$ cat config.mk
export PLATFORM = sky130hd
export DESIGN_NAME = register_alu_with_compare_branch
export DESIGN_NICKNAME = d
export VERILOG_FILES = /design/src/rtl/rac_pkg.sv /design/src/rtl/rac_regfile.sv /design/src/rtl/rac_alu.sv /design/src/rtl/register_alu_with_compare_branch.sv
export SDC_FILE = /design/constraint.sdc
export NUM_CORES = 2
export LEC_CHECK = 0
export ABC_AREA = 1
export BUFFER_PORTS_ARGS = -buffer_cell sky130_fd_sc_hd__buf_4
export CAP_MARGIN = 40
export CORE_AREA = 8 8 378 380
export CTS_CLUSTER_SIZE = 25
export DETAILED_ROUTE_END_ITERATION = 12
export DIE_AREA = 0 0 386 388
export PLACE_DENSITY = 0.49
export SLEW_MARGIN = 10
export SYNTH_ARGS = -nofsm -noshare
export SYNTH_HDL_FRONTEND = slang
export SYNTH_SLANG_ARGS = --single-unit
$ cat constraint.sdc
create_clock -name clk -period 5.7 [get_ports clk]
set_clock_uncertainty 0.15 [all_clocks]
set_input_delay 1.14 -clock clk [delete_from_list [all_inputs] [get_ports clk]]
set_output_delay 1.14 -clock clk [all_outputs]
set_load 0.1 [all_outputs]
$ cat src/rtl/rac_pkg.sv
// rac_pkg: shared types for the register ALU block.
// Holds the ALU operation codes and the request/response structs between
// the top-level sequencer and the iterative ALU. No dependencies.
`default_nettype none

package rac_pkg;

    // Register index width on the instruction ports
    localparam int IDX_W = 4;

    typedef enum logic [3:0] {
        ALU_MOV,
        ALU_ADD,
        ALU_SUB,
        ALU_MUL,
        ALU_DIV,
        ALU_AND,
        ALU_OR,
        ALU_XOR,
        ALU_NOT,
        ALU_INC,
        ALU_DEC
    } alu_op_t;

    typedef struct packed {
        logic    start;
        alu_op_t op;
    } alu_req_t;

    typedef struct packed {
        logic done;
        logic div_zero;
    } alu_rsp_t;

endpackage

`default_nettype wire

$ cat src/rtl/rac_regfile.sv
// rac_regfile: general-purpose register file, two registered read ports, one write port.
// Per-entry valid bits make every register read as zero after reset.
// Depends on rac_pkg.
`default_nettype none

module rac_regfile #(
    parameter int NUM_REGISTERS = 10,
    parameter int DATA_WIDTH    = 32
) (
    input  wire logic                        clk,
    input  wire logic                        rst_n,
    input  wire logic                        rd_en,
    input  wire logic [rac_pkg::IDX_W-1:0]   rd_addr_a,
    input  wire logic [rac_pkg::IDX_W-1:0]   rd_addr_b,
    output logic      [DATA_WIDTH-1:0]       rd_data_a,
    output logic      [DATA_WIDTH-1:0]       rd_data_b,
    input  wire logic                        wr_en,
    input  wire logic [rac_pkg::IDX_W-1:0]   wr_addr,
    input  wire logic [DATA_WIDTH-1:0]       wr_data
);

    localparam int IW = $clog2(NUM_REGISTERS);
    localparam logic [rac_pkg::IDX_W:0] NUM_IDX = (rac_pkg::IDX_W+1)'(NUM_REGISTERS);

    logic [DATA_WIDTH-1:0]    mem [NUM_REGISTERS];
    logic [NUM_REGISTERS-1:0] valid_reg;
    logic [DATA_WIDTH-1:0]    raw_a_reg;
    logic [DATA_WIDTH-1:0]    raw_b_reg;
    logic                     ok_a_reg;
    logic                     ok_b_reg;
    logic                     in_a;
    logic                     in_b;
    logic                     in_w;

    assign in_a = {1'b0, rd_addr_a} < NUM_IDX;
    assign in_b = {1'b0, rd_addr_b} < NUM_IDX;
    assign in_w = {1'b0, wr_addr} < NUM_IDX;

    always_ff @(posedge clk)
    begin
        if (wr_en && in_w)
        begin
            mem[wr_addr[IW-1:0]] <= wr_data;
        end
        if (rd_en)
        begin
            raw_a_reg <= mem[rd_addr_a[IW-1:0]];
            raw_b_reg <= mem[rd_addr_b[IW-1:0]];
        end
    end

    always_ff @(posedge clk or negedge rst_n)
    begin
        if (!rst_n)
        begin
            valid_reg <= '0;
            ok_a_reg  <= 1'b0;
            ok_b_reg  <= 1'b0;
        end
        else
        begin
            if (wr_en && in_w)
            begin
                valid_reg[wr_addr[IW-1:0]] <= 1'b1;
            end
            if (rd_en)
            begin
                ok_a_reg <= in_a && valid_reg[rd_addr_a[IW-1:0]];
                ok_b_reg <= in_b && valid_reg[rd_addr_b[IW-1:0]];
            end
        end
    end

    // never-written or out-of-range registers read as zero
    assign rd_data_a = ok_a_reg ? raw_a_reg : '0;
    assign rd_data_b = ok_b_reg ? raw_b_reg : '0;

endmodule

`default_nettype wire

$ cat src/rtl/rac_alu.sv
// rac_alu: iterative ALU built around one shared adder.
// Logic/add ops finish straight from idle, shift-add multiply, restoring signed divide.
// Depends on rac_pkg.
`default_nettype none

module rac_alu #(
    parameter int DATA_WIDTH = 32
) (
    input  wire logic                  clk,
    input  wire logic                  rst_n,
    input  wire rac_pkg::alu_req_t     req,
    input  wire logic [DATA_WIDTH-1:0] a,
    input  wire logic [DATA_WIDTH-1:0] b,
    output rac_pkg::alu_rsp_t          rsp,
    output logic      [DATA_WIDTH-1:0] result
);

    localparam int CNT_W = $clog2(DATA_WIDTH);
    localparam logic [CNT_W-1:0] CNT_LAST = CNT_W'(DATA_WIDTH - 1);

    typedef enum logic [2:0] {
        U_IDLE,
        U_NEG_A,
        U_NEG_B,
        U_MUL,
        U_DIV,
        U_NEG_Q
    } ustate_t;

    ustate_t               state_reg;
    logic [DATA_WIDTH-1:0] acc_reg;    // product / dividend-quotient
    logic [DATA_WIDTH-1:0] aux_reg;    // multiplicand / remainder
    logic [DATA_WIDTH-1:0] opb_reg;    // multiplier / divisor
    logic [CNT_W-1:0]      cnt_reg;
    logic                  sa_reg;
    logic                  sb_reg;
    logic [DATA_WIDTH-1:0] result_reg;
    logic                  done_reg;
    logic                  dz_reg;

    logic [DATA_WIDTH-1:0] add_x;
    logic [DATA_WIDTH-1:0] add_y;
    logic                  add_c;
    logic [DATA_WIDTH:0]   sum;
    logic [DATA_WIDTH-1:0] rem_sh;
    logic [DATA_WIDTH-1:0] simple;
    logic                  last;

    assign rem_sh = {aux_reg[DATA_WIDTH-2:0], acc_reg[DATA_WIDTH-1]};
    assign last   = cnt_reg == CNT_LAST;

    // operand select for the shared adder
    always_comb
    begin
        add_x = a;
        add_y = b;
        add_c = 1'b0;
        unique case (state_reg)
            U_IDLE:
            begin
                case (req.op)
                    rac_pkg::ALU_SUB: begin add_y = ~b; add_c = 1'b1; end
                    rac_pkg::ALU_INC: begin add_y = '0; add_c = 1'b1; end
                    rac_pkg::ALU_DEC: begin add_y = '1; end
                    default:          begin add_y = b; end
                endcase
            end
            U_NEG_A: begin add_x = '0; add_y = ~acc_reg; add_c = 1'b1; end
            U_NEG_B: begin add_x = '0; add_y = ~opb_reg; add_c = 1'b1; end
            U_MUL:   begin add_x = acc_reg; add_y = aux_reg; end
            U_DIV:   begin add_x = rem_sh; add_y = ~opb_reg; add_c = 1'b1; end
            U_NEG_Q: begin add_x = '0; add_y = ~acc_reg; add_c = 1'b1; end
            default: begin add_x = a; end
        endcase
    end

    assign sum = {1'b0, add_x} + {1'b0, add_y} + (DATA_WIDTH+1)'(add_c);

    always_comb
    begin
        case (req.op) inside
            rac_pkg::ALU_ADD,
            rac_pkg::ALU_SUB,
            rac_pkg::ALU_INC,
            rac_pkg::ALU_DEC: simple = sum[DATA_WIDTH-1:0];
            rac_pkg::ALU_AND: simple = a & b;
            rac_pkg::ALU_OR:  simple = a | b;
            rac_pkg::ALU_XOR: simple = a ^ b;
            rac_pkg::ALU_NOT: simple = ~a;
            default:          simple = b;
        endcase
    end

    always_ff @(posedge clk or negedge rst_n)
    begin
        if (!rst_n)
        begin
            state_reg  <= U_IDLE;
            done_reg   <= 1'b0;
            dz_reg     <= 1'b0;
            acc_reg    <= '0;
            aux_reg    <= '0;
            opb_reg    <= '0;
            cnt_reg    <= '0;
            sa_reg     <= 1'b0;
            sb_reg     <= 1'b0;
            result_reg <= '0;
        end
        else
        begin
            done_reg <= 1'b0;
            unique case (state_reg)
                U_IDLE:
                begin
                    if (req.start)
                    begin
                        dz_reg  <= 1'b0;
                        cnt_reg <= '0;
                        if (req.op == rac_pkg::ALU_MUL)
                        begin
                            acc_reg   <= '0;
                            aux_reg   <= a;
                            opb_reg   <= b;
                            state_reg <= U_MUL;
                        end
                        else if (req.op == rac_pkg::ALU_DIV)
                        begin
                            if (b == '0)
                            begin
                                dz_reg   <= 1'b1;
                                done_reg <= 1'b1;
                            end
                            else
                            begin
                                acc_reg   <= a;
                                opb_reg   <= b;
                                sa_reg    <= a[DATA_WIDTH-1];
                                sb_reg    <= b[DATA_WIDTH-1];
                                state_reg <= U_NEG_A;
                            end
                        end
                        else
                        begin
                            result_reg <= simple;
                            done_reg   <= 1'b1;
                        end
                    end
                end
                U_NEG_A:
                begin
                    if (sa_reg)
                    begin
                        acc_reg <= sum[DATA_WIDTH-1:0];
                    end
                    state_reg <= U_NEG_B;
                end
                U_NEG_B:
                begin
                    if (sb_reg)
                    begin
                        opb_reg <= sum[DATA_WIDTH-1:0];
                    end
                    aux_reg   <= '0;
                    state_reg <= U_DIV;
                end
                U_MUL:
                begin
                    if (opb_reg[0])
                    begin
                        acc_reg <= sum[DATA_WIDTH-1:0];
                    end
                    aux_reg <= {aux_reg[DATA_WIDTH-2:0], 1'b0};
                    opb_reg <= {1'b0, opb_reg[DATA_WIDTH-1:1]};
                    cnt_reg <= cnt_reg + 1'b1;
                    if (last)
                    begin
                        result_reg <= opb_reg[0] ? sum[DATA_WIDTH-1:0] : acc_reg;
                        done_reg   <= 1'b1;
                        state_reg  <= U_IDLE;
                    end
                end
                U_DIV:
                begin
                    // carry out means shifted remainder >= divisor
                    acc_reg <= {acc_reg[DATA_WIDTH-2:0], sum[DATA_WIDTH]};
                    aux_reg <= sum[DATA_WIDTH] ? sum[DATA_WIDTH-1:0] : rem_sh;
                    cnt_reg <= cnt_reg + 1'b1;
                    if (last)
                    begin
                        state_reg <= U_NEG_Q;
                    end
                end
                U_NEG_Q:
                begin
                    result_reg <= (sa_reg ^ sb_reg) ? sum[DATA_WIDTH-1:0] : acc_reg;
                    done_reg   <= 1'b1;
                    state_reg  <= U_IDLE;
                end
                default:
                begin
                    state_reg <= U_IDLE;
                end
            endcase
        end
    end

    // response fields in struct order: done, div_zero
    assign rsp    = {done_reg, dz_reg};
    assign result = result_reg;

endmodule

`default_nettype wire

$ cat src/rtl/register_alu_with_compare_branch.sv
// register_alu_with_compare_branch: two-operand register ALU with compare flag
// and conditional branch resolution. Uses rac_pkg, rac_regfile and rac_alu.
//
// Usage:
//   Input channel (in_valid/in_ready) carries one decoded instruction per
//   transaction: opcode, dest_index, use_immediate, source_index,
//   immediate_value, jump_target. Output channel (out_valid/out_ready)
//   returns exactly one result transaction per instruction, in order.
//   in_ready is high only while the sequencer is idle; one instruction is
//   in flight at a time, since each depends on registers and the flag that
//   the previous one left.
//   From accept to out_valid, jumps and unknown opcodes finish in S_EXEC;
//   MOV/ADD/SUB/logic/CMP/NOT/INC/DEC also pass S_WAIT for the ALU, as do
//   MUL (shift-add, one multiplier bit per cycle) and DIV (two sign fixups,
//   one quotient bit per cycle, result fixup); a zero divisor skips the
//   divide steps. The next instruction is taken the cycle after the result
//   is loaded. Every ALU step uses the one shared adder.
//   The result sits in an output register: a stalled receiver does not stop
//   the next instruction from being accepted and executed; only the
//   completion of that next one waits for the output slot.
//   Reset (rst_n, asynchronous) clears the state machine, all registers
//   (valid bits, so every register reads as zero), the flag and out_valid.
`default_nettype none

module register_alu_with_compare_branch #(
    parameter int NUM_REGISTERS = 10,
    parameter int DATA_WIDTH    = 32,
    parameter int ADDRESS_WIDTH = 16
) (
    input  wire logic                      clk,
    input  wire logic                      rst_n,
    // instruction channel
    input  wire logic                      in_valid,
    output logic                           in_ready,
    input  wire logic [4:0]                opcode,
    input  wire logic [3:0]                dest_index,
    input  wire logic                      use_immediate,
    input  wire logic [3:0]                source_index,
    input  wire logic signed [31:0]        immediate_value,
    input  wire logic [15:0]               jump_target,
    // result channel
    output logic                           out_valid,
    input  wire logic                      out_ready,
    output logic                           dest_written,
    output logic signed [31:0]             dest_result,
    output logic signed [31:0]             flag_result,
    output logic                           branch_taken,
    output logic [15:0]                    branch_address,
    output logic                           divide_error
);

    // opcode encoding on the instruction port
    typedef enum logic [4:0] {
        OP_MOV = 5'd0,
        OP_ADD = 5'd1,
        OP_SUB = 5'd2,
        OP_MUL = 5'd3,
        OP_DIV = 5'd4,
        OP_AND = 5'd5,
        OP_OR  = 5'd6,
        OP_XOR = 5'd7,
        OP_CMP = 5'd8,
        OP_NOT = 5'd9,
        OP_INC = 5'd10,
        OP_DEC = 5'd11,
        OP_JE  = 5'd12,
        OP_JNE = 5'd13,
        OP_JG  = 5'd14,
        OP_JGE = 5'd15,
        OP_JL  = 5'd16,
        OP_JLE = 5'd17
    } opcode_t;

    typedef enum logic [1:0] {
        S_IDLE,
        S_EXEC,     // operands valid from the register file, issue to ALU
        S_WAIT,     // ALU busy
        S_DONE      // committed, waiting for the output slot
    } state_t;

    // branch target mask for narrow program counters
    localparam logic [15:0] ADDR_MASK = (ADDRESS_WIDTH >= 16) ? 16'hFFFF :
                                        16'((32'd1 << ADDRESS_WIDTH) - 32'd1);
    localparam logic [rac_pkg::IDX_W:0] NUM_IDX = (rac_pkg::IDX_W+1)'(NUM_REGISTERS);

    state_t                      state_reg;
    logic [4:0]                  op_reg;
    logic [3:0]                  dest_reg;
    logic                        use_imm_reg;
    logic signed [31:0]          imm_reg;
    logic [15:0]                 tgt_reg;
    logic [DATA_WIDTH-1:0]       flag_reg;

    logic                        out_valid_reg;
    logic                        dest_written_reg;
    logic [31:0]                 dest_result_reg;
    logic [31:0]                 flag_result_reg;
    logic                        branch_taken_reg;
    logic [15:0]                 branch_address_reg;
    logic                        divide_error_reg;

    logic [DATA_WIDTH-1:0]       rd_a;
    logic [DATA_WIDTH-1:0]       rd_b;
    logic [DATA_WIDTH-1:0]       opnd_b;
    logic [DATA_WIDTH-1:0]       alu_result;
    rac_pkg::alu_req_t           alu_req;
    rac_pkg::alu_rsp_t           alu_rsp;

    logic                        accept;
    logic                        uses_unit;
    logic                        is_write;
    logic                        is_cmp;
    logic                        is_div;
    logic                        taken;
    logic                        flag_zero;
    logic                        flag_neg;
    logic                        dest_ok;
    logic                        wr_now;
    logic                        finish;
    logic                        slot_free;
    logic [DATA_WIDTH-1:0]       flag_new;

    assign accept    = in_valid && in_ready;
    assign flag_zero = flag_reg == '0;
    assign flag_neg  = flag_reg[DATA_WIDTH-1];
    assign dest_ok   = {1'b0, dest_reg} < NUM_IDX;

    // immediate is sign-extended (or truncated) to the datapath width
    assign opnd_b = use_imm_reg ? DATA_WIDTH'(imm_reg) : rd_b;

    // instruction decode
    always_comb
    begin
        alu_req.op = rac_pkg::ALU_MOV;
        uses_unit  = 1'b1;
        is_write   = 1'b1;
        is_cmp     = 1'b0;
        is_div     = 1'b0;
        taken      = 1'b0;
        unique case (op_reg) inside
            OP_MOV: alu_req.op = rac_pkg::ALU_MOV;
            OP_ADD: alu_req.op = rac_pkg::ALU_ADD;
            OP_SUB: alu_req.op = rac_pkg::ALU_SUB;
            OP_MUL: alu_req.op = rac_pkg::ALU_MUL;
            OP_DIV:
            begin
                alu_req.op = rac_pkg::ALU_DIV;
                is_div     = 1'b1;
            end
            OP_AND: alu_req.op = rac_pkg::ALU_AND;
            OP_OR:  alu_req.op = rac_pkg::ALU_OR;
            OP_XOR: alu_req.op = rac_pkg::ALU_XOR;
            OP_CMP:
            begin
                alu_req.op = rac_pkg::ALU_SUB;
                is_write   = 1'b0;
                is_cmp     = 1'b1;
            end
            OP_NOT: alu_req.op = rac_pkg::ALU_NOT;
            OP_INC: alu_req.op = rac_pkg::ALU_INC;
            OP_DEC: alu_req.op = rac_pkg::ALU_DEC;
            OP_JE, OP_JNE, OP_JG, OP_JGE, OP_JL, OP_JLE:
            begin
                uses_unit = 1'b0;
                is_write  = 1'b0;
                case (op_reg)
                    OP_JE:   taken = flag_zero;
                    OP_JNE:  taken = !flag_zero;
                    OP_JG:   taken = !flag_zero && !flag_neg;
                    OP_JGE:  taken = !flag_neg;
                    OP_JL:   taken = flag_neg;
                    default: taken = flag_zero || flag_neg;
                endcase
            end
            default:
            begin
                // unknown opcode: no operation
                uses_unit = 1'b0;
                is_write  = 1'b0;
            end
        endcase
        alu_req.start = (state_reg == S_EXEC) && uses_unit;
    end

    assign finish    = ((state_reg == S_EXEC) && !uses_unit) ||
                       ((state_reg == S_WAIT) && alu_rsp.done);
    assign slot_free = !out_valid_reg || out_ready;

    // a zero divisor leaves the destination untouched
    assign wr_now   = is_write && dest_ok && !(is_div && alu_rsp.div_zero);
    assign flag_new = is_cmp ? alu_result : flag_reg;

    rac_regfile #(
        .NUM_REGISTERS (NUM_REGISTERS),
        .DATA_WIDTH    (DATA_WIDTH)
    ) u_regfile (
        .clk       (clk),
        .rst_n     (rst_n),
        .rd_en     (accept),
        .rd_addr_a (dest_index),
        .rd_addr_b (source_index),
        .rd_data_a (rd_a),
        .rd_data_b (rd_b),
        .wr_en     (finish && wr_now),
        .wr_addr   (dest_reg),
        .wr_data   (alu_result)
    );

    rac_alu #(
        .DATA_WIDTH (DATA_WIDTH)
    ) u_alu (
        .clk    (clk),
        .rst_n  (rst_n),
        .req    (alu_req),
        .a      (rd_a),
        .b      (opnd_b),
        .rsp    (alu_rsp),
        .result (alu_result)
    );

    // sequencer, flag and output register
    always_ff @(posedge clk or negedge rst_n)
    begin
        if (!rst_n)
        begin
            state_reg          <= S_IDLE;
            op_reg             <= '0;
            dest_reg           <= '0;
            use_imm_reg        <= 1'b0;
            imm_reg            <= '0;
            tgt_reg            <= '0;
            flag_reg           <= '0;
            out_valid_reg      <= 1'b0;
            dest_written_reg   <= 1'b0;
            dest_result_reg    <= '0;
            flag_result_reg    <= '0;
            branch_taken_reg   <= 1'b0;
            branch_address_reg <= '0;
            divide_error_reg   <= 1'b0;
        end
        else
        begin
            if (out_valid_reg && out_ready)
            begin
                out_valid_reg <= 1'b0;
            end

            unique case (state_reg)
                S_IDLE:
                begin
                    if (accept)
                    begin
                        op_reg      <= opcode;
                        dest_reg    <= dest_index;
                        use_imm_reg <= use_immediate;
                        imm_reg     <= immediate_value;
                        tgt_reg     <= jump_target & ADDR_MASK;
                        state_reg   <= S_EXEC;
                    end
                end
                S_EXEC:
                begin
                    if (uses_unit)
                    begin
                        state_reg <= S_WAIT;
                    end
                end
                S_WAIT:
                begin
                end
                S_DONE:
                begin
                end
                default:
                begin
                    state_reg <= S_IDLE;
                end
            endcase

            // commit flag once; the result may have to wait for the slot
            if (finish)
            begin
                flag_reg <= flag_new;
                if (!slot_free)
                begin
                    state_reg <= S_DONE;
                end
            end

            if ((finish || (state_reg == S_DONE)) && slot_free)
            begin
                out_valid_reg      <= 1'b1;
                dest_written_reg   <= wr_now;
                dest_result_reg    <= wr_now ? 32'(alu_result) : '0;
                flag_result_reg    <= 32'(flag_new);
                branch_taken_reg   <= taken;
                branch_address_reg <= taken ? tgt_reg : '0;
                divide_error_reg   <= is_div && alu_rsp.div_zero;
                state_reg          <= S_IDLE;
            end
        end
    end

    assign in_ready       = state_reg == S_IDLE;
    assign out_valid      = out_valid_reg;
    assign dest_written   = dest_written_reg;
    assign dest_result    = dest_result_reg;
    assign flag_result    = flag_result_reg;
    assign branch_taken   = branch_taken_reg;
    assign branch_address = branch_address_reg;
    assign divide_error   = divide_error_reg;

    // one instruction in flight: an accepted transaction blocks the next
    a_one_in_flight: assert property (@(posedge clk) disable iff (!rst_n)
        accept |=> !in_ready)
        else $error("instruction accepted while another is in flight");

    // ALU completion only while the sequencer waits for it
    a_done_in_wait: assert property (@(posedge clk) disable iff (!rst_n)
        alu_rsp.done |-> state_reg == S_WAIT)
        else $error("ALU done outside of wait state");

    // ALU start only from the execute state, never while busy
    a_start_once: assert property (@(posedge clk) disable iff (!rst_n)
        alu_req.start |=> !alu_req.start)
        else $error("ALU started twice in a row");

    // a skipped divide never writes
    a_div_no_write: assert property (@(posedge clk) disable iff (!rst_n)
        out_valid && divide_error |-> !dest_written && dest_result == '0)
        else $error("divide error with register write");

    // no branch address unless the branch is taken
    a_branch_addr: assert property (@(posedge clk) disable iff (!rst_n)
        out_valid && !branch_taken |-> branch_address == '0)
        else $error("branch address without taken branch");

endmodule

`default_nettype wire
======== Yosys cells after proc, flatten, opt, wreduce, memory -nomap -nowiden ========
Memories as Yosys holds them, arrays and structs flattened. A register that Yosys moved wholly into a read port is not among the register bits.
Index checks and enable logic that the tools add are counted.
cells by class
  magnitude comparators ................... 7
  bitwise gates (word level) .............. 11
  equal/unequal tests ..................... 46
  reductions and logical operators ........ 55
  mux-type cells .......................... 79
  $add $sub $neg .......................... 3
operator list
  operator                                                    number
  two-way mux 32 bit                                          29
  case mux 32 bit (3 select lines)                            4
  case mux 32 bit (4 select lines)                            3
  inverter 32 bit                                             4
  logical NOT 32 bit                                          2
  equality test 5 x 4 -> 1 bit, second input constant         8
  case mux 4 bit (10 select lines)                            1
  adder 32 x 32 -> 33 bit                                     1
  adder 33 x 1 -> 33 bit                                      1
  bitwise AND 32 bit                                          1
  OR 32 bit                                                   1
  bitwise XOR 32 bit                                          1
  AND reduction 5 bit                                         5
  equality test 5 x 3 -> 1 bit, second input constant         4
  two-way mux 1 bit                                           20
  two-way mux 3 bit                                           6
  equality test 4 x 3 -> 1 bit, second input constant         4
  two-way mux 16 bit                                          1
  equality test 5 bit, second input constant                  3
  logical AND 1 bit                                           15
  less-than comparator 4 x 5 -> 1 bit, second input constant  3
  case mux 3 bit (5 select lines)                             1
  equality test 4 bit, second input constant                  3
  less-than comparator 4 bit, second input constant           3
  43 further kinds                                            77
storage, ports and cells
  register bits after elaboration ......... 328
  output and inout bits ................... 85
  RAM bits ................................ 320
  memories ................................ 1
  input bits .............................. 66
memories
  memory         depth  width  read ports  clocked after Yosys merged registers in  write ports  RTL line           source
  u_regfile.mem  10     32     2           2                                        1            rac_regfile.sv:25  logic [DATA_WIDTH-1:0] mem [NUM_REGISTERS];

======== Logic depth before layout (Yosys ltp) ========
  depth after elaboration ................. 13
  gate-level depth with buffers ........... 28
  mapped depth without buffers ............ 27

======== By module ========
From an unflattened synthesis, not the netlist that was laid out.
unflattened totals
  cell total of the unflattened synthesis .. 5522
  area total of the unflattened synthesis .. 42395.7 sq um
modules (own cells, without submodules)
  module                            cells an instance  times used  area an instance (sq um)
  rac_regfile                       1779               1           18502.7
  rac_alu                           2797               1           16111.7
  register_alu_with_compare_branch  946                1           7781.2

======== Least setup slack after synthesis ========
No wires, ideal clock.
  path kind ............................... reg-to-reg
  start ................................... register op_reg[2]
  end ..................................... memory u_regfile.mem[8][0], enable pin
  path slack .............................. 0.524 ns
  buffers on the path ..................... 1
  data required time ...................... 5.046 ns
  stages on the path, launching flop included .. 11
  data arrival time ....................... 4.523 ns
  path through ............................ dfrtp_1 -> buf_2 -> nor2_2 -> nand3_2 -> nand2_1 -> nor2_1 -> nand2_1 -> o21ai_0 -> nor2_2 -> nand2_1 -> nor4_1
between the ends
  word-level cells in the longest chain between the ends .. 10
  elaborated cells between the ends (all ways) .. 28
  those cells by class .................... 11 x eq/ne; 5 x mux; 12 x reduce/logical
ends and longest elaborated chain
  element                                                         RTL line                                 source
  start: declaration                                              register_alu_with_compare_branch.sv:87   logic [4:0] op_reg;
  start signal: assignment                                        register_alu_with_compare_branch.sv:253  op_reg <= opcode;
  equality test 5 x 1 -> 1 bit (no line) (tied with other cells)  n/a
  OR reduction 12 bit (no line)                                   n/a
  two-way mux 1 bit                                               register_alu_with_compare_branch.sv:140  unique case (op_reg) inside
  logical NOT 1 bit                                               register_alu_with_compare_branch.sv:185  assign finish = ((state_reg == S_EXEC) && !uses_unit) ||
  logical AND 1 bit                                               register_alu_with_compare_branch.sv:185
  logical OR 1 bit                                                register_alu_with_compare_branch.sv:185
  logical AND 1 bit *                                             register_alu_with_compare_branch.sv:204  .wr_en (finish && wr_now),
  logical AND 1 bit *                                             rac_regfile.sv:41                        if (wr_en && in_w)
  two-way mux 1 bit *                                             rac_regfile.sv:41
  two-way mux 1 bit (not written as such) *                       rac_regfile.sv:43                        mem[wr_addr[IW-1:0]] <= wr_data;
  end: declaration                                                rac_regfile.sv:25
Every way passes the cells marked *; elsewhere a longest branch is shown, timed or not.

======== Final worst setup path ========
  start ................................... register u_alu.state_reg[0]
  end ..................................... register u_alu.aux_reg[12]
between the ends
  word-level cells in the longest chain between the ends .. 7
  elaborated cells between the ends (all ways) .. 21
  those cells by class .................... 2 x add/sub; 7 x eq/ne; 5 x mux; 7 x reduce/logical
ends and longest elaborated chain
  element                                                                               RTL line        source
  start: declaration                                                                    rac_alu.sv:30   ustate_t state_reg;
  start signal: assignment                                                              rac_alu.sv:98   state_reg <= U_IDLE;
  start signal: assignment                                                              rac_alu.sv:124  state_reg <= U_MUL;
  start signal: assignment                                                              rac_alu.sv:139  state_reg <= U_NEG_A;
  equality test 3 bit (tied with other cells)                                           rac_alu.sv:58   unique case (state_reg)
  OR reduction 3 bit (no line) or OR reduction 2 bit (tied branches)                    n/a
  case mux 32 bit (3 select lines) or case mux 32 bit (4 select lines) (tied branches)  rac_alu.sv:58
  adder 32 x 32 -> 33 bit                                                               rac_alu.sv:77   assign sum = {1'b0, add_x} + {1'b0, add_y} + (DATA_WIDTH+1)'(add_c);
  adder 33 x 1 -> 33 bit                                                                rac_alu.sv:77
  two-way mux 32 bit                                                                    rac_alu.sv:186  aux_reg <= sum[DATA_WIDTH] ? sum[DATA_WIDTH-1:0] : rem_sh;
  case mux 32 bit (4 select lines)                                                      rac_alu.sv:112  unique case (state_reg)
  end signal: assignment                                                                rac_alu.sv:172  aux_reg <= {aux_reg[DATA_WIDTH-2:0], 1'b0};
  end signal: assignment                                                                rac_alu.sv:186
  end: declaration                                                                      rac_alu.sv:32   logic [DATA_WIDTH-1:0] aux_reg;
Several ways; a longest one is shown, not always the timed one.
A chain may end at the register's enable or synchronous reset.

==> metrics.txt <==
outcome finished clean; # Post-CTS Setup Buffers 0; Crit Path Class reg2reg; vias per inst about 5.5; clk_lat worst skew 0.71 ns; Die ar. ~0.15 mm²; worst hold margin about 0.25 ns; Clock transition at path regs about 0.06 ns; Filler Cell Count roughly 14k; # clock sinks 712; CP dominant cell by count nand2_1; Post-Syn Area per Cell between 7 and 8 µm²; Max Slew Vio Count 0; Cells after Synth 5,428; Rel. slew slack between 30% and 40%; first-pass GRT wire length 264 mm; Unique masters post-synth 54; PortBufs 150; DIE HEIGHT 388 µm; #FFs+latches synth slightly above 700; net count after synthesis approximately 5.6k; CTS tree yes; I/O pins around 150; Largest register FFs 320; initial antenna violation count 6; max-cap viol count 0; Initial Util slightly above 30%; CTS Buffer Depth 3; total wire length 182 mm; worst path cell trace inv_1, nor2_2, inv_1, nand2_1, nor2_2, buf_4, inv_1, a32oi_1, ha_1, nand2_1, inv_1, nand2_1, nand2_1, a21oi_1, buf_4, inv_1, a21oi_2, nand2_2, nand2_2, o21ai_0, nand2_1, nand2_1, nand2_1, nand2_1; LEAKAGE 21.0 nW; vias in the first global route approximately 38k; Hold Fails Final Rpt 0; commonest non-fill, non-tap cell in the layout nand2_1; die width ~390 µm; Top Family by Delay on Critical Path simple AND/OR/NAND/NOR gates; detailed-placement wirelength estimate 124 mm; area delta synth->final 15.3%; Slowest cell on crit path nand2_2; pwr/cell area around 630 mW/mm²; Final ANT Viol Nets 0; # DRC 0; actual slew at the worst max-slew pin approximately 0.95 ns; Cell Rows between 100 and 150; Total GRT Usage a little under a quarter; largest net degree at the start of global routing roughly 120; EDFF count, synth roughly 380; Worst Setup Start Kind register; Async S/R FF share, synth around 46%; clk root buf clkbuf_16; fin crit period roughly 5.5 ns; nets@finish around 5.6k; commonest non-fill, non-tap cells in the layout 1,362 x nand2_1, 742 x o21ai_0, 492 x nor2_1; worst path required time slightly above 6 ns; Worst Path Arrival 5.94 ns; share of cells above drive strength 1 between 9 and 10%; diode count 0; CTS Hold Bufs 0; RSZ-0062 raised after global routing no; synthesized area around 0.042 mm²; Main synth FF type edfxtp_1; number of iterations in the first detailed-routing pass 8; worst-path maximum fanout 31; wire per inst 24.8 µm; Critical Path End Type register; initial drt markers around 5k; gpl congestion ~1.0; Buf/Inv on CP 7; GRT Residual Overflow 0; maximum vdd drop 0.342 mV; # setup viols final 0; core footprint 0.137 mm²; routed vias 40.1k; post-synthesis sequential area ratio 46.9%; CTS H-Tree Depth 3; Ys Warns 0; min-delay worst type in2async; CP peak stage delay between 0.5 and 0.6 ns; FMAX 0.181 GHz; setup total negative slack 0 ns; Final Cycle Share 96.8%; # resized after CTS 0; total CTS buffers 89
==> per-stage QoR <==
stage / std cells / cell area [µm²] / setup slack (ns) / utilization [%] / power [W]
2_1_floorplan: 5428 / 42100 / 0.524 / - / 0.0181
3_3_place_gp: 7150 / 45100 / 0.339 / 33.0 / 0.0242
3_5_place_dp: 7168 / 45600 / 0.322 / 33.3 / 0.0245
4_1_cts: 7332 / 48600 / 0.280 / 35.5 / 0.0304
5_1_grt: 7332 / 48600 / 0.0689 / 35.5 / 0.0324
6_report: 7332 / 48600 / 0.184 / 35.5 / 0.0307
==> path summary, 6_finish.rpt <==
path	start	endpoint	slack [ns]	depth (start not counted)
worst max-delay path	u_alu.state_reg[0]$_DFFE_PN0P_	u_alu.aux_reg[12]$_DFFE_PN0P_	0.18	24
worst min-delay path	rst_n	flag_result[24]$_DFFE_PN0P_	0.25	1
worst max register to register	u_alu.state_reg[0]$_DFFE_PN0P_	u_alu.aux_reg[12]$_DFFE_PN0P_	0.18	24
worst min register to register	tgt_reg[13]$_DFFE_PN0P_	tgt_reg[13]$_DFFE_PN0P_	0.33	2
max in group asynchronous	rst_n	imm_reg[11]$_DFFE_PN0P_	3.86	2
min in group clk	tgt_reg[13]$_DFFE_PN0P_	tgt_reg[13]$_DFFE_PN0P_	0.33	2
==> synthesized netlist by cell type (6+ instances only) <==
master | n | area, µm²
nand2_1 | 1365 | 5120
o21ai_0 | 742 | 3710
nor2_1 | 503 | 1890
inv_1 | 457 | 1720
edfxtp_1 | 384 | 11500
a21oi_1 | 338 | 1690
dfrtp_1 | 328 | 8210
nand3_1 | 319 | 1600
clkbuf_1 | 231 | 867
ha_1 | 97 | 1210
o21ai_1 | 88 | 440
o211ai_1 | 76 | 571
o221ai_1 | 67 | 587
buf_2 | 52 | 260
inv_2 | 42 | 158
a22oi_1 | 41 | 308
nand4_1 | 30 | 188
buf_1 | 27 | 101
o2111ai_1 | 22 | 193
nor2_4 | 20 | 225
mux2i_1 | 17 | 170
a32oi_1 | 14 | 123
buf_4 | 13 | 97.6
o22ai_1 | 13 | 81.3
or2_2 | 13 | 81.3
nor2_2 | 12 | 75.1
nor3_1 | 10 | 50.1
a211oi_1 | 9 | 67.6
xor2_1 | 9 | 78.8
nand3b_1 | 8 | 60.1
a31oi_1 | 7 | 43.8
buf_6 | 7 | 78.8
clkinv_1 | 7 | 26.3
o21bai_1 | 6 | 45.0
==> power breakdown <==
| part | switching (W) | leakage, nW | internal, W | total (W) |
|---|---|---|---|---|
| registers | 0.00124 | 7.78 | 0.00680 | 0.00804 |
| logic | 0.0125 | 11.8 | 0.00430 | 0.0168 |
| clock network | 0.00244 | 1.45 | 0.00340 | 0.00585 |
| total | 0.0162 | 21.0 | 0.0145 | 0.0307 |
==> final cells by class <==
type	instances	area, µm²	share of cell area [%]
flip-flops and latches	712	19700	40.6
multi-input cells	3880	19200	39.5
clock buffers	129	2550	5.25
repair buffers	276	2470	5.09
well taps	1794	2240	4.62
inverters	506	1910	3.93
clock inverters	35	463	0.953
==> per-layer routing <==
| layer | part of all wire, % | global-route usage [%] | up-vias | wire (µm) |
|---|---|---|---|---|
| met3 | 8.8 | 5.11 | 399 | 15900 |
| met1 | 43 | 31.9 | 19300 | 78000 |
| met5 | 0.0072 | 0 | - | 13 |
| met2 | 44 | 36.0 | 1934 | 79500 |
| met4 | 4.5 | 9.06 | 2 | 8160 |
| li1 | - | - | 18400 | - |
==> worst reg2reg max path, delay by kind of cell, from the launching register on <==
| kind | cells | cell delay (ns) |
|---|---|---|
| buffers and inverters | 7 | 1.68 |
| adder cells (fa/ha/maj) | 1 | 0.35 |
| AND/OR/NAND/NOR | 12 | 1.89 |
| flip-flops | 1 | 0.40 |
| AO/OA/AOI/OAI | 4 | 0.91 |
==> cells by family (layout without fill, tap and decap cells) <==
group                    Yosys count  in the layout  share of synthesized area [%]
AND/OR/NAND/NOR                 2306           2306                           22.5
XOR/XNOR                          12             12                          0.250
AO/OA/AOI/OAI                   1446           1446                           19.2
adder cells (fa/ha/maj)           99             99                           2.98
buffers and inverters            836            946                           7.84
multiplexers                      17             17                          0.404
flip-flops                       712            712                           46.9
Power figures use the tool's default switching activity.
